==> config.mk <==
export PLATFORM = sky130hd
export DESIGN_NAME = fixed_block_pool_allocator
export DESIGN_NICKNAME = d
export VERILOG_FILES = /design/src/hdl/fbpa_pkg.sv /design/src/hdl/fixed_block_pool_allocator.sv /design/src/hdl/fbpa_ram.sv /design/src/hdl/fbpa_ctrl.sv /design/src/hdl/fbpa_dpath.sv
export SDC_FILE = /design/constraint.sdc
export NUM_CORES = 2
export LEC_CHECK = 0
export ABC_AREA = 1
export BUFFER_PORTS_ARGS = -buffer_cell sky130_fd_sc_hd__buf_2
export CAP_MARGIN = 0
export CORE_MARGIN = 2
export CORE_UTILIZATION = 45
export CTS_CLUSTER_DIAMETER = 50
export DETAILED_ROUTE_END_ITERATION = 8
export SKIP_LAST_GASP = 1
export SYNTH_ARGS = -nofsm -noshare
export SYNTH_HDL_FRONTEND = slang
export SYNTH_SLANG_ARGS = --single-unit
==> constraint.sdc <==
create_clock -name i_clk -period 6.9 [get_ports i_clk]
set_input_delay 0.345 -clock i_clk [delete_from_list [all_inputs] [get_ports i_clk]]
set_output_delay 0.345 -clock i_clk [all_outputs]
set_load 0.01 [all_outputs]
==> src/hdl/fbpa_pkg.sv <==
// Shared types and constants for the fixed block pool allocator.
package fbpa_pkg;

    // Input and result field widths
    localparam int MODE_W    = 1;
    localparam int BLOCK_W   = 8;
    localparam int STATUS_W  = 2;
    localparam int COUNT_W   = 9;
    localparam int GROUP_W   = 9;
    localparam int IN_DATA_W  = 16;
    localparam int OUT_DATA_W = 32;

    // Group size after reset
    localparam logic [GROUP_W-1:0] GROUP_SIZE_RESET = 9'd16;

    // Request kinds carried in the mode field
    localparam logic MODE_GET = 1'b0;
    localparam logic MODE_PUT = 1'b1;

    // Result status codes
    typedef enum logic [STATUS_W-1:0] {
        ST_OK          = 2'd0,
        ST_EXHAUSTED   = 2'd1,
        ST_NOT_IN_USE  = 2'd2
    } t_status;

    // Controller states
    typedef enum logic [2:0] {
        S_CLEAR,
        S_IDLE,
        S_GET,
        S_PUT1,
        S_PUT2
    } t_state;

    // Controller to datapath commands
    typedef struct packed {
        logic clear;  // write one identity entry of each table
        logic load;   // capture request, issue table reads, form product
        logic get;    // finish a get and load the result register
        logic put1;   // check a put and write the first entry pair
        logic put2;   // write the second entry pair and load the result
    } t_ctrl_cmd;

    // Datapath to controller status
    typedef struct packed {
        logic clear_last;  // clearing pass is at its last entry
        logic out_free;    // result register can take a new result
        logic in_mode;     // mode field of the offered transaction
    } t_ctrl_sts;

endpackage

==> src/hdl/fixed_block_pool_allocator.sv <==
// Top level of the fixed block pool allocator: controller plus datapath.
// A get loads the result register from S_GET; a put goes through S_PUT1, then loads it from S_PUT2.
// A new request is taken only in S_IDLE, so each get or put finishes before the next; a put writes two entries of each
// table through its single write port. A full result register stalls completion.
// Reset: synchronous, active low; a clearing pass then writes every entry of
// both tables to identity while s_axis_tready stays low (configuration still taken).
module fixed_block_pool_allocator #(
    parameter int MAX_BLOCKS = 256
) (
    input  logic                            i_clk,
    input  logic                            i_rst_n,
    input  logic                            i_s_axis_tvalid,
    output logic                            o_s_axis_tready,
    // [0] mode, [8:1] block_index, [15:9] zero
    input  logic [fbpa_pkg::IN_DATA_W-1:0]  i_s_axis_tdata,
    output logic                            o_m_axis_tvalid,
    input  logic                            i_m_axis_tready,
    // [1:0] status, [9:2] granted_block, [18:10] used_count, [27:19] capacity, [31:28] zero
    output logic [fbpa_pkg::OUT_DATA_W-1:0] o_m_axis_tdata,
    input  logic                            i_cfg_wr_en,
    input  logic [fbpa_pkg::GROUP_W-1:0]    i_cfg_wr_data
);

    import fbpa_pkg::*;

    t_ctrl_cmd cmd;
    t_ctrl_sts sts;

    // Sequencer
    fbpa_ctrl u_ctrl (
        .i_clk           (i_clk),
        .i_rst_n         (i_rst_n),
        .i_s_axis_tvalid (i_s_axis_tvalid),
        .o_s_axis_tready (o_s_axis_tready),
        .i_sts           (sts),
        .o_cmd           (cmd)
    );

    // Tables and arithmetic
    fbpa_dpath #(.MAX_BLOCKS(MAX_BLOCKS)) u_dpath (
        .i_clk           (i_clk),
        .i_rst_n         (i_rst_n),
        .i_s_axis_tdata  (i_s_axis_tdata),
        .o_m_axis_tvalid (o_m_axis_tvalid),
        .i_m_axis_tready (i_m_axis_tready),
        .o_m_axis_tdata  (o_m_axis_tdata),
        .i_cfg_wr_en     (i_cfg_wr_en),
        .i_cfg_wr_data   (i_cfg_wr_data),
        .i_cmd           (cmd),
        .o_sts           (sts)
    );

endmodule

==> src/hdl/fbpa_ram.sv <==
// Single write port, single registered read port table memory.
module fbpa_ram #(
    parameter int DEPTH = 256,
    parameter int AW    = 8,
    parameter int DW    = 8
) (
    input  logic          i_clk,
    input  logic          i_we,
    input  logic [AW-1:0] i_waddr,
    input  logic [DW-1:0] i_wdata,
    input  logic          i_re,
    input  logic [AW-1:0] i_raddr,
    output logic [DW-1:0] o_rdata
);

    logic [DW-1:0] r_mem [DEPTH];
    logic [DW-1:0] r_rdata;

    // Write port
    always_ff @(posedge i_clk) begin
        if (i_we) begin
            r_mem[i_waddr] <= i_wdata;
        end
    end

    // Registered read port, holds while not enabled
    always_ff @(posedge i_clk) begin
        if (i_re) begin
            r_rdata <= r_mem[i_raddr];
        end
    end

    assign o_rdata = r_rdata;

endmodule

==> src/hdl/fbpa_ctrl.sv <==
// Sequencing state machine for the fixed block pool allocator.
module fbpa_ctrl (
    input  logic                  i_clk,
    input  logic                  i_rst_n,
    input  logic                  i_s_axis_tvalid,
    output logic                  o_s_axis_tready,
    input  fbpa_pkg::t_ctrl_sts   i_sts,
    output fbpa_pkg::t_ctrl_cmd   o_cmd
);

    import fbpa_pkg::*;

    t_state r_state;
    t_state n_state;

    // State register
    always_ff @(posedge i_clk) begin
        if (!i_rst_n) begin
            r_state <= S_CLEAR;
        end else begin
            r_state <= n_state;
        end
    end

    // Next state and commands
    always_comb begin
        n_state         = r_state;
        o_cmd           = '0;
        o_s_axis_tready = 1'b0;
        case (r_state)
            S_CLEAR: begin
                o_cmd.clear = 1'b1;
                if (i_sts.clear_last) begin
                    n_state = S_IDLE;
                end
            end
            S_IDLE: begin
                o_s_axis_tready = 1'b1;
                if (i_s_axis_tvalid) begin
                    o_cmd.load = 1'b1;
                    n_state    = (i_sts.in_mode == MODE_PUT) ? S_PUT1 : S_GET;
                end
            end
            S_GET: begin
                if (i_sts.out_free) begin
                    o_cmd.get = 1'b1;
                    n_state   = S_IDLE;
                end
            end
            S_PUT1: begin
                o_cmd.put1 = 1'b1;
                n_state    = S_PUT2;
            end
            S_PUT2: begin
                if (i_sts.out_free) begin
                    o_cmd.put2 = 1'b1;
                    n_state    = S_IDLE;
                end
            end
            default: begin
                n_state = S_CLEAR;
            end
        endcase
    end

endmodule

==> src/hdl/fbpa_dpath.sv <==
// Tables, counters, capacity arithmetic and result register of the allocator.
module fbpa_dpath #(
    parameter int MAX_BLOCKS = 256
) (
    input  logic                            i_clk,
    input  logic                            i_rst_n,
    input  logic [fbpa_pkg::IN_DATA_W-1:0]  i_s_axis_tdata,
    output logic                            o_m_axis_tvalid,
    input  logic                            i_m_axis_tready,
    output logic [fbpa_pkg::OUT_DATA_W-1:0] o_m_axis_tdata,
    input  logic                            i_cfg_wr_en,
    input  logic [fbpa_pkg::GROUP_W-1:0]    i_cfg_wr_data,
    input  fbpa_pkg::t_ctrl_cmd             i_cmd,
    output fbpa_pkg::t_ctrl_sts             o_sts
);

    import fbpa_pkg::*;

    localparam int AW = $clog2(MAX_BLOCKS);          // table index width
    localparam int CW = $clog2(MAX_BLOCKS + 1);      // count width, holds MAX_BLOCKS
    localparam int XW = (CW > GROUP_W) ? CW + 1 : GROUP_W + 1;
    localparam int PW = 2 * CW + 1;                  // product plus one group

    // Input fields
    logic               in_mode;
    logic [BLOCK_W-1:0] in_blk;
    assign in_mode = i_s_axis_tdata[0];
    assign in_blk  = i_s_axis_tdata[BLOCK_W:1];

    // Registers
    logic [GROUP_W-1:0]  r_group_size;
    logic [CW-1:0]       r_groups,   n_groups;
    logic [CW-1:0]       r_used,     n_used;
    logic [AW-1:0]       r_clr_addr;
    logic [BLOCK_W-1:0]  r_blk;
    logic [AW-1:0]       r_last;
    logic [2*CW-1:0]     r_prod;
    logic [CW-1:0]       r_geff;
    logic                r_bad,      n_bad;
    logic                r_valid;
    t_status             r_status,   n_status;
    logic [BLOCK_W-1:0]  r_granted,  n_granted;
    logic [COUNT_W-1:0]  r_used_out, n_used_out;
    logic [COUNT_W-1:0]  r_cap_out,  n_cap_out;

    // Table ports
    logic          s_we, s_re, p_we, p_re;
    logic [AW-1:0] s_waddr, s_wdata, s_raddr, s_rdata;
    logic [AW-1:0] p_waddr, p_wdata, p_raddr, p_rdata;

    // Effective group size: zero acts as one, capped at MAX_BLOCKS
    logic [XW-1:0] gx;
    logic [CW-1:0] geff;
    always_comb begin
        gx = XW'(r_group_size);
        if (gx == '0) begin
            geff = CW'(1);
        end else if (gx > XW'(MAX_BLOCKS)) begin
            geff = CW'(MAX_BLOCKS);
        end else begin
            geff = CW'(gx);
        end
    end

    // Capacity arithmetic on the registered product
    logic [PW-1:0] prod_x, grown_x, new_prod_x, cap_x, new_cap_x, used_x;
    logic          full, grow, exhausted, put_bad;
    always_comb begin
        prod_x     = PW'(r_prod);
        grown_x    = prod_x + PW'(r_geff);
        used_x     = PW'(r_used);
        cap_x      = (prod_x > PW'(MAX_BLOCKS)) ? PW'(MAX_BLOCKS) : prod_x;
        full       = used_x >= cap_x;
        grow       = full && (grown_x <= PW'(MAX_BLOCKS));
        new_prod_x = grow ? grown_x : prod_x;
        new_cap_x  = (new_prod_x > PW'(MAX_BLOCKS)) ? PW'(MAX_BLOCKS) : new_prod_x;
        exhausted  = (used_x >= new_cap_x) || (r_used >= CW'(MAX_BLOCKS));
        put_bad    = (r_used == '0) || (XW'(r_blk) >= XW'(MAX_BLOCKS))
                     || (CW'(p_rdata) >= r_used);
    end

    // Table port selection
    always_comb begin
        s_we    = 1'b0;
        s_waddr = r_clr_addr;
        s_wdata = r_clr_addr;
        p_we    = 1'b0;
        p_waddr = r_clr_addr;
        p_wdata = r_clr_addr;
        s_re    = i_cmd.load;
        s_raddr = (in_mode == MODE_PUT) ? AW'(r_used - CW'(1)) : AW'(r_used);
        p_re    = i_cmd.load;
        p_raddr = AW'(in_blk);
        if (i_cmd.clear) begin
            s_we = 1'b1;
            p_we = 1'b1;
        end else if (i_cmd.put1) begin
            // freed block to the last used slot
            s_we    = !put_bad;
            s_waddr = r_last;
            s_wdata = AW'(r_blk);
            p_we    = !put_bad;
            p_waddr = AW'(r_blk);
            p_wdata = r_last;
        end else if (i_cmd.put2) begin
            // displaced block to the freed block's old slot
            s_we    = !r_bad;
            s_waddr = p_rdata;
            s_wdata = s_rdata;
            p_we    = !r_bad;
            p_waddr = s_rdata;
            p_wdata = p_rdata;
        end
    end

    // Next values of counters and result
    always_comb begin
        n_groups   = r_groups;
        n_used     = r_used;
        n_bad      = r_bad;
        n_status   = r_status;
        n_granted  = r_granted;
        n_used_out = r_used_out;
        n_cap_out  = r_cap_out;
        if (i_cmd.get) begin
            if (grow) begin
                n_groups = r_groups + CW'(1);
            end
            if (exhausted) begin
                n_status  = ST_EXHAUSTED;
                n_granted = '0;
            end else begin
                n_status  = ST_OK;
                n_granted = BLOCK_W'(s_rdata);
                n_used    = r_used + CW'(1);
            end
            n_used_out = COUNT_W'(n_used);
            n_cap_out  = COUNT_W'(new_cap_x);
        end
        if (i_cmd.put1) begin
            n_bad = put_bad;
            if (!put_bad) begin
                n_used = r_used - CW'(1);
            end
        end
        if (i_cmd.put2) begin
            n_status   = r_bad ? ST_NOT_IN_USE : ST_OK;
            n_granted  = '0;
            n_used_out = COUNT_W'(r_used);
            n_cap_out  = COUNT_W'(cap_x);
        end
    end

    // Control registers
    always_ff @(posedge i_clk) begin
        if (!i_rst_n) begin
            r_group_size <= GROUP_SIZE_RESET;
            r_groups     <= CW'(1);
            r_used       <= '0;
            r_clr_addr   <= '0;
            r_valid      <= 1'b0;
        end else begin
            if (i_cfg_wr_en) begin
                r_group_size <= i_cfg_wr_data;
            end
            r_groups <= n_groups;
            r_used   <= n_used;
            if (i_cmd.clear) begin
                r_clr_addr <= r_clr_addr + AW'(1);
            end
            if (i_cmd.get || i_cmd.put2) begin
                r_valid <= 1'b1;
            end else if (i_m_axis_tready) begin
                r_valid <= 1'b0;
            end
        end
    end

    // Payload registers
    always_ff @(posedge i_clk) begin
        if (i_cmd.load) begin
            r_blk  <= in_blk;
            r_last <= AW'(r_used - CW'(1));
            r_prod <= r_groups * geff;
            r_geff <= geff;
        end
        r_bad      <= n_bad;
        r_status   <= n_status;
        r_granted  <= n_granted;
        r_used_out <= n_used_out;
        r_cap_out  <= n_cap_out;
    end

    // Slot table: slot to block number
    fbpa_ram #(.DEPTH(MAX_BLOCKS), .AW(AW), .DW(AW)) u_slot_ram (
        .i_clk   (i_clk),
        .i_we    (s_we),
        .i_waddr (s_waddr),
        .i_wdata (s_wdata),
        .i_re    (s_re),
        .i_raddr (s_raddr),
        .o_rdata (s_rdata)
    );

    // Position table: block number to slot
    fbpa_ram #(.DEPTH(MAX_BLOCKS), .AW(AW), .DW(AW)) u_pos_ram (
        .i_clk   (i_clk),
        .i_we    (p_we),
        .i_waddr (p_waddr),
        .i_wdata (p_wdata),
        .i_re    (p_re),
        .i_raddr (p_raddr),
        .o_rdata (p_rdata)
    );

    // Status to controller and result port
    assign o_sts.clear_last = (r_clr_addr == AW'(MAX_BLOCKS - 1));
    assign o_sts.out_free   = !r_valid || i_m_axis_tready;
    assign o_sts.in_mode    = in_mode;

    assign o_m_axis_tvalid = r_valid;
    assign o_m_axis_tdata  = {4'b0, r_cap_out, r_used_out, r_granted, r_status};

endmodule

# ---- After elaboration in Yosys (flattened, before gate mapping)
# Memories as Yosys holds them, arrays and structs flattened. A register that Yosys moved wholly into a read port is not among the register bits.
# Index checks and enable logic that the tools add are counted.
dict set report totals {
  mem_bits_ro 0
  latch_bits 0
  mem_bits_rw 4096
  register_bits 111
  n_memories 2
  output_inout_bits 34
  input_bits 30
}
dict set report classes {
  n_bitwise 0
  n_addsub 5
  mux 45
  shift 0
  n_reduce_logical 16
  magnitude_cmp 8
  mul 1
  eq_ne 8
  div_mod_pow 0
}
# name depth word_bits rd rd_clocked_by_memory_dff write_ports line
set mem_list {}
lappend mem_list {u_dpath.u_pos_ram.r_mem 256 8 1 1 1 fbpa_ram.sv:16} ;# logic [DW-1:0] r_mem [DEPTH];
lappend mem_list {u_dpath.u_slot_ram.r_mem 256 8 1 1 1 fbpa_ram.sv:16}
# operator n
set op_table {}
lappend op_table {{$mux W9} 10}
lappend op_table {{$mux W8} 8}
lappend op_table {{$ge A9 B19 Y1} 2}
lappend op_table {{$mux W19} 2}
lappend op_table {{$add A18 B9 Y19} 1}
lappend op_table {{$gt A19 B9 Y1 const B} 1}
lappend op_table {{$le A19 B9 Y1 const B} 1}
lappend op_table {{$add A9 B1 Y9 const B} 2}
lappend op_table {{$gt A18 B9 Y1 const B} 1}
lappend op_table {{$logic_not A9 Y1} 2}
lappend op_table {{$mul A9 B9 Y18} 1}
lappend op_table {{$mux W18} 1}
lappend op_table {{$mux W1} 17}
lappend op_table {{$pmux W3 S4} 1}
lappend op_table {{$ge A8 B9 Y1} 1}
lappend op_table {{$ge A9 B9 Y1 const B} 1}
lappend op_table {{$gt A9 B9 Y1 const B} 1}
lappend op_table {{$mux W3} 3}
lappend op_table {{$sub A9 B1 Y9 const B} 1}
lappend op_table {{$add A8 B1 Y8 const B} 1}
lappend op_table {{$eq A8 B8 Y1 const B} 1}
lappend op_table {{$eq A3 B2 Y1 const B} 2}
lappend op_table {{$mux W2} 3}
lappend op_table {{$logic_or A1 B1 Y1} 4}
lappend op_table {{11 further kinds} 15}

# ---- Longest topological paths before layout
dict set report logic_depth {
  word_depth 13
  depth_mapped 42
  ltp_nobuf 42
}

# ---- Cells and area by module
# A second synthesis with hierarchy kept.
dict set report hier_totals {
  cells_unflattened 15249
  hier_area_um2 176329.1
}
# module area_each_um2 instances cells_per_inst
set modules_own_cells {}
lappend modules_own_cells {fbpa_ram 83476.3 2 7003}
lappend modules_own_cells {fbpa_dpath 9125.0 1 1200}
lappend modules_own_cells {fbpa_ctrl 251.5 1 43}

# ---- Worst setup path after synthesis
# Ideal clock, no wire load.
dict set report synth_timing {
  path_type {register -> register}
  from {reg u_dpath.r_valid (netlist: u_dpath.o_m_axis_tvalid)}
  to {mem u_dpath.u_slot_ram.r_mem[157][0], enable pin}
  path_buffers 2
  stages_incl_launch_ff 16
  setup_slack_ns 1.092
  t_required_ns 6.530
  arrival_time_ns 5.438
  synth_period_minus_slack_ns 5.808
  setup_time_ns 0.370
  cell_sequence {dfxtp_1 -> inv_1 -> nor2_1 -> nor2_2 -> inv_1 -> buf_2 -> nand2_1 -> nand2_1 -> nand2_1 -> o21a_1 -> inv_1 -> nand2_1 -> nor2_1 -> nand2_2 -> clkbuf_1 -> nor2_1}
}
dict set report synth_between {
  word_cells_on_any_way 12
}
# item line
set synth_rtl {}
lappend synth_rtl {{from (decl)} fbpa_dpath.sv:40} ;# logic r_valid;
lappend synth_rtl {{from (signal assigned)} fbpa_dpath.sv:161} ;# r_valid <= 1'b0;
lappend synth_rtl {{from (signal assigned)} fbpa_dpath.sv:172} ;# r_valid <= 1'b1;
lappend synth_rtl {{from (signal assigned)} fbpa_dpath.sv:174} ;# r_valid <= 1'b0;
lappend synth_rtl {{$logic_not A1 Y1} fbpa_dpath.sv:218} ;# assign o_sts.out_free = !r_valid || i_m_axis_tready;
lappend synth_rtl {{$logic_or A1 B1 Y1} fbpa_dpath.sv:218}
lappend synth_rtl {{$mux W1} fbpa_ctrl.sv:55} ;# if (i_sts.out_free) begin
lappend synth_rtl {{$mux W1} fbpa_ctrl.sv:30} ;# case (r_state)
lappend synth_rtl {{$mux W8 (3 in a row)} n/a}
lappend synth_rtl {{via u_dpath.p_wdata[2]} fbpa_dpath.sv:49} ;# logic [AW-1:0] p_waddr, p_wdata, p_raddr, p_rdata;
lappend synth_rtl {{to (decl)} fbpa_ram.sv:16}
# The timed path passes the listed nets, and every way through them passes these cells.

# ---- Final worst setup path
dict set report layout_timing {
  from {reg u_dpath.r_group_size[8]}
  to {reg u_dpath.r_prod[15] (data pin)}
}
dict set report layout_between {
  elab_chain_len 4
  word_cells_on_any_way 5
}
# item line
set layout_rtl {}
lappend layout_rtl {{from (decl)} fbpa_dpath.sv:31} ;# logic [GROUP_W-1:0] r_group_size;
lappend layout_rtl {{from (signal assigned)} fbpa_dpath.sv:164} ;# r_group_size <= i_cfg_wr_data;
lappend layout_rtl {{$gt A9 B9 Y1} fbpa_dpath.sv:58} ;# end else if (gx > XW'(MAX_BLOCKS)) begin
lappend layout_rtl {{$mux W9} fbpa_dpath.sv:58}
lappend layout_rtl {{$mux W9 *} fbpa_dpath.sv:56} ;# if (gx == '0) begin
lappend layout_rtl {{via u_dpath.geff[0]} fbpa_dpath.sv:53} ;# logic [CW-1:0] geff;
lappend layout_rtl {{$mul A9 B9 Y18 *} fbpa_dpath.sv:184} ;# r_prod <= r_groups * geff;
lappend layout_rtl {{to (signal assigned)} fbpa_dpath.sv:184}
lappend layout_rtl {{to (decl)} fbpa_dpath.sv:37} ;# logic [2*CW-1:0] r_prod;
# The timed path passes the listed nets; every way through them passes the cells marked *.
# A chain may end at the register's enable or synchronous reset.

==> qor.yml <==
max_freq_ghz: 0.172
port_buffers: 52
yosys_register_bits: 4223
clock_path_buffers: 4
dominantRegCellSynth: "edfxtp_1"
wl_per_cell_um: 25.7
top_usage_layer: "met2"
routed_wirelength_um: 482000
crit_type: "reg -> reg"
netlist_top_cells_area: "edfxtp_1 (73%), o21ai_0 (7.3%), nor2_1 (7.0%), o22ai_1 (3.8%), clkbuf_1 (1.6%)"
io_pins: 64
start_util: 0.453
rows: 226
drc: 0
critPathBufInv: 4
setup_viol_count_final: 0
via_count: 112000
synthMuxAreaShare: 0.0000656
routabilityCongestion: 0.865
synth_compound_area_frac: 0.132
status: "complete, no violations"
core_sq_mm: 0.379
drv_slew: 0
cts-resized-gates: 0
slowest_stage: "dfxtp_1"
synth_xor_area_frac: 0.00163
worst_pin_slew_ps: 1350
track_usage: 0.240
stdcell_count: 18700
synth_warnings: 0
irDropWorstVdd_uv: 250
crit_path_end_kind: "flip-flop"
grt_start_max_net_pins: 193
powerDensity_mw_per_mm2: 301
drive_gt1_frac: 0.0713
synth_top_area_frac: 0.730
avgSynthCellArea_sq_um: 12.6
overflow: 0
multiInputGateArea_sq_mm: 0.0404
min_path_type: "in -> reg"
cts.clk_slew.worst_paths_ps: 60
vias_per_cell: 5.96
ant_nets: 0
synth_top_family_by_area: "compound AO/OA/AOI/OAI gates"
layout_common_cells: "edfxtp_1 (4176), nor2_1 (3193), o21ai_0 (2516)"
cts_root_buf: "clkbuf_16"
cts_tree: "built"
r2r_start: "u_dpath.r_group_size[8]$_SDFFE_PN0P_"
yosysTopAreaCell: "edfxtp_1"
post_synth_fa_ha_maj_area_fraction: 0.0116
cp.arrival_ps: 6510
nNetsFinal: 13500
antenna_found_initial: 12
dr.pass1.iters: 6
met3_usage: 0.0407
worstHoldStart: "i_s_axis_tdata[3]"
max_stage_delay_ps: 600
synth_edf_count: 4176
die_x_um: 622
regArea_sq_mm: 0.126
numClockSinks: 4223
yosys.area_share.simple: 0.0892
syn-cell-area_sq_mm: 0.172
dp.final_hpwl_um: 268000
critPathRequiredTime_ps: 7590
drt_iter0_drc: 14000
hold_viol: 0
final.setup_skew_ps: 112
fin_ws_ps: 1080
grt_pass1_wl_um: 703000
startpoint: "u_dpath.r_group_size[8]$_SDFFE_PN0P_"
insertion_delay_ps: 1000
synthToLayoutAreaGrowth_pct: 11.3
worstPathCellList: "inv_1, a21oi_1, inv_1, o21ai_0, clkinv_1, nand2_1, fa_1, fa_1, fa_1, fa_1, inv_1, ha_1, nand2_1, o21ai_0, a21oi_1, o21bai_1, a21oi_1, o21ai_0, a21o_1, a21oi_1, xor2_1"
cts_made_buffers: 438
synth_cell_type_count: 58
cpLargestDelayFamily: "adder cells"
place_inst: 17900
critPathLaunchType: "flip-flop"
path_max_fanout: 12
power_leakage_uw: 0.0612
cts-htree-levels: 5
postCtsSetupBuffers: 0
dpl_worst_slack_ps: 1100
ys_seq_area_frac: 0.736
hold_buffers: 36
fillers: 32500
fin_crit_sh: 0.844
mostFrequentLayoutCell: "edfxtp_1"
grt_pass1_vias: 104000
relSlewSlack: 0.0998
max-cap-violations: 0
period_needed_ps: 5820
grtUsageMet1: 0.342
syn-instance-count: 13600
dieArea_sq_mm: 0.387
use_met2: 0.376
die_y_um: 622
synthArstFlopShare: 0
finalSetupTns_ps: 0
rsz0062_at_grt: "false"
[stage by stage]
step           hold WS, ps  utilization  instance area [sq um]  total power [uW]
6_report               212        0.504                 191000             57500
5_1_grt                179        0.504                 191000             59000
4_1_cts                139        0.504                 191000             57700
3_5_place_dp           471        0.465                 177000             34600
3_3_place_gp           470        0.465                 177000             34600
2_1_floorplan          444            -                 172000             32400
[sequential cells by signal, summed over array words and instances, names as in the netlist]
register / count
u_dpath.u_slot_ram.r_mem: 2048
u_dpath.r_blk: 8
u_dpath.r_geff: 9
u_dpath.u_pos_ram.r_mem: 2048
u_dpath.r_bad: 1
u_dpath.r_granted: 8
u_ctrl.r_state: 3
u_dpath.r_last: 8
u_dpath.r_group_size: 9
u_dpath.r_used_out: 9
u_dpath.u_slot_ram.o_rdata: 8
u_dpath.r_used: 9
u_dpath.r_prod: 18
u_dpath.r_groups: 9
u_dpath.r_clr_addr: 8
u_dpath.r_status: 2
u_dpath.r_cap_out: 9
u_dpath.o_m_axis_tvalid: 1
u_dpath.u_pos_ram.o_rdata: 8
[cell usage after synthesis, types with 2 or more instances]
master,count
a21oi_1,53
o21ai_1,13
nand2_4,2
o31ai_1,8
o21ai_2,2
inv_2,10
fa_1,51
o221ai_1,169
clkbuf_1,733
buf_6,2
nand2_1,432
o211ai_1,164
nand4_1,12
dfxtp_1,47
a211oi_1,5
o32ai_1,29
nor2_2,8
o21a_1,14
nand3b_1,2
nand3_2,6
nor2_1,3194
a21oi_2,6
nand3_1,210
nand2_2,39
nor4_1,4
xnor2_1,3
buf_1,21
ha_1,78
a311oi_1,2
clkinv_1,9
nor3_2,2
buf_2,210
clkbuf_8,2
o21ai_0,2517
edfxtp_1,4176
or2_2,3
nor2_4,3
nor3_1,15
o22ai_1,1032
buf_4,20
xor2_1,29
inv_1,242
[worst reg2reg max path: cells and delay by family, from the launching register on]
| family | cells | cell delay [ps] |
|---|---|---|
| compound gates | 9 | 1630 |
| fa+ha+maj | 5 | 2270 |
| simple gates | 2 | 240 |
| xor+xnor | 1 | 140 |
| buf+inv | 4 | 690 |
| flops | 1 | 600 |
[area by class of cell]
type                    instances  share of cell area
multi-input cells            8125               0.212
clock buffers                 541              0.0599
repair buffers                297              0.0146
inverters                     262             0.00605
clock inverters               264              0.0140
diodes                          5           0.0000655
flip-flops and latches       4223               0.661
well taps                    5016              0.0328
[metal layers]
layer | vias up | wire length, um
met2 | 5013 | 221000
met5 | - | 13
met4 | 2 | 17000
met3 | 845 | 41300
li1 | 49900 | -
met1 | 55900 | 203000
[worst paths after layout]
| check | end | slack, ps | cells after the start |
|---|---|---|---|
| setup reg to reg | u_dpath.r_prod[15]$_DFFE_PP_ | 1080 | 21 |
| setup / recovery | u_dpath.r_prod[15]$_DFFE_PP_ | 1080 | 21 |
| hold reg to reg | u_dpath.r_clr_addr[5]$_SDFFE_PN0P_ | 480 | 2 |
| hold / removal | u_dpath.r_blk[2]$_DFFE_PP_ | 210 | 2 |
[logic make-up (layout without fill, tap and decap cells)]
family          Yosys count  count (layout)
mux                       1               1
fa+ha+maj               129             129
compound gates         4023            4023
buf+inv                1250            1364
flops                  4223            4223
other cells               1               9
xor+xnor                 32              32
simple gates           3936            3936
[power breakdown]
| group | internal (uW) | switching [uW] |
|---|---|---|
| registers | 29000 | 91.5 |
| logic | 1010 | 4070 |
| clock network | 13300 | 10000 |
| total | 43300 | 14200 |
(Power assumes the default switching activity.)
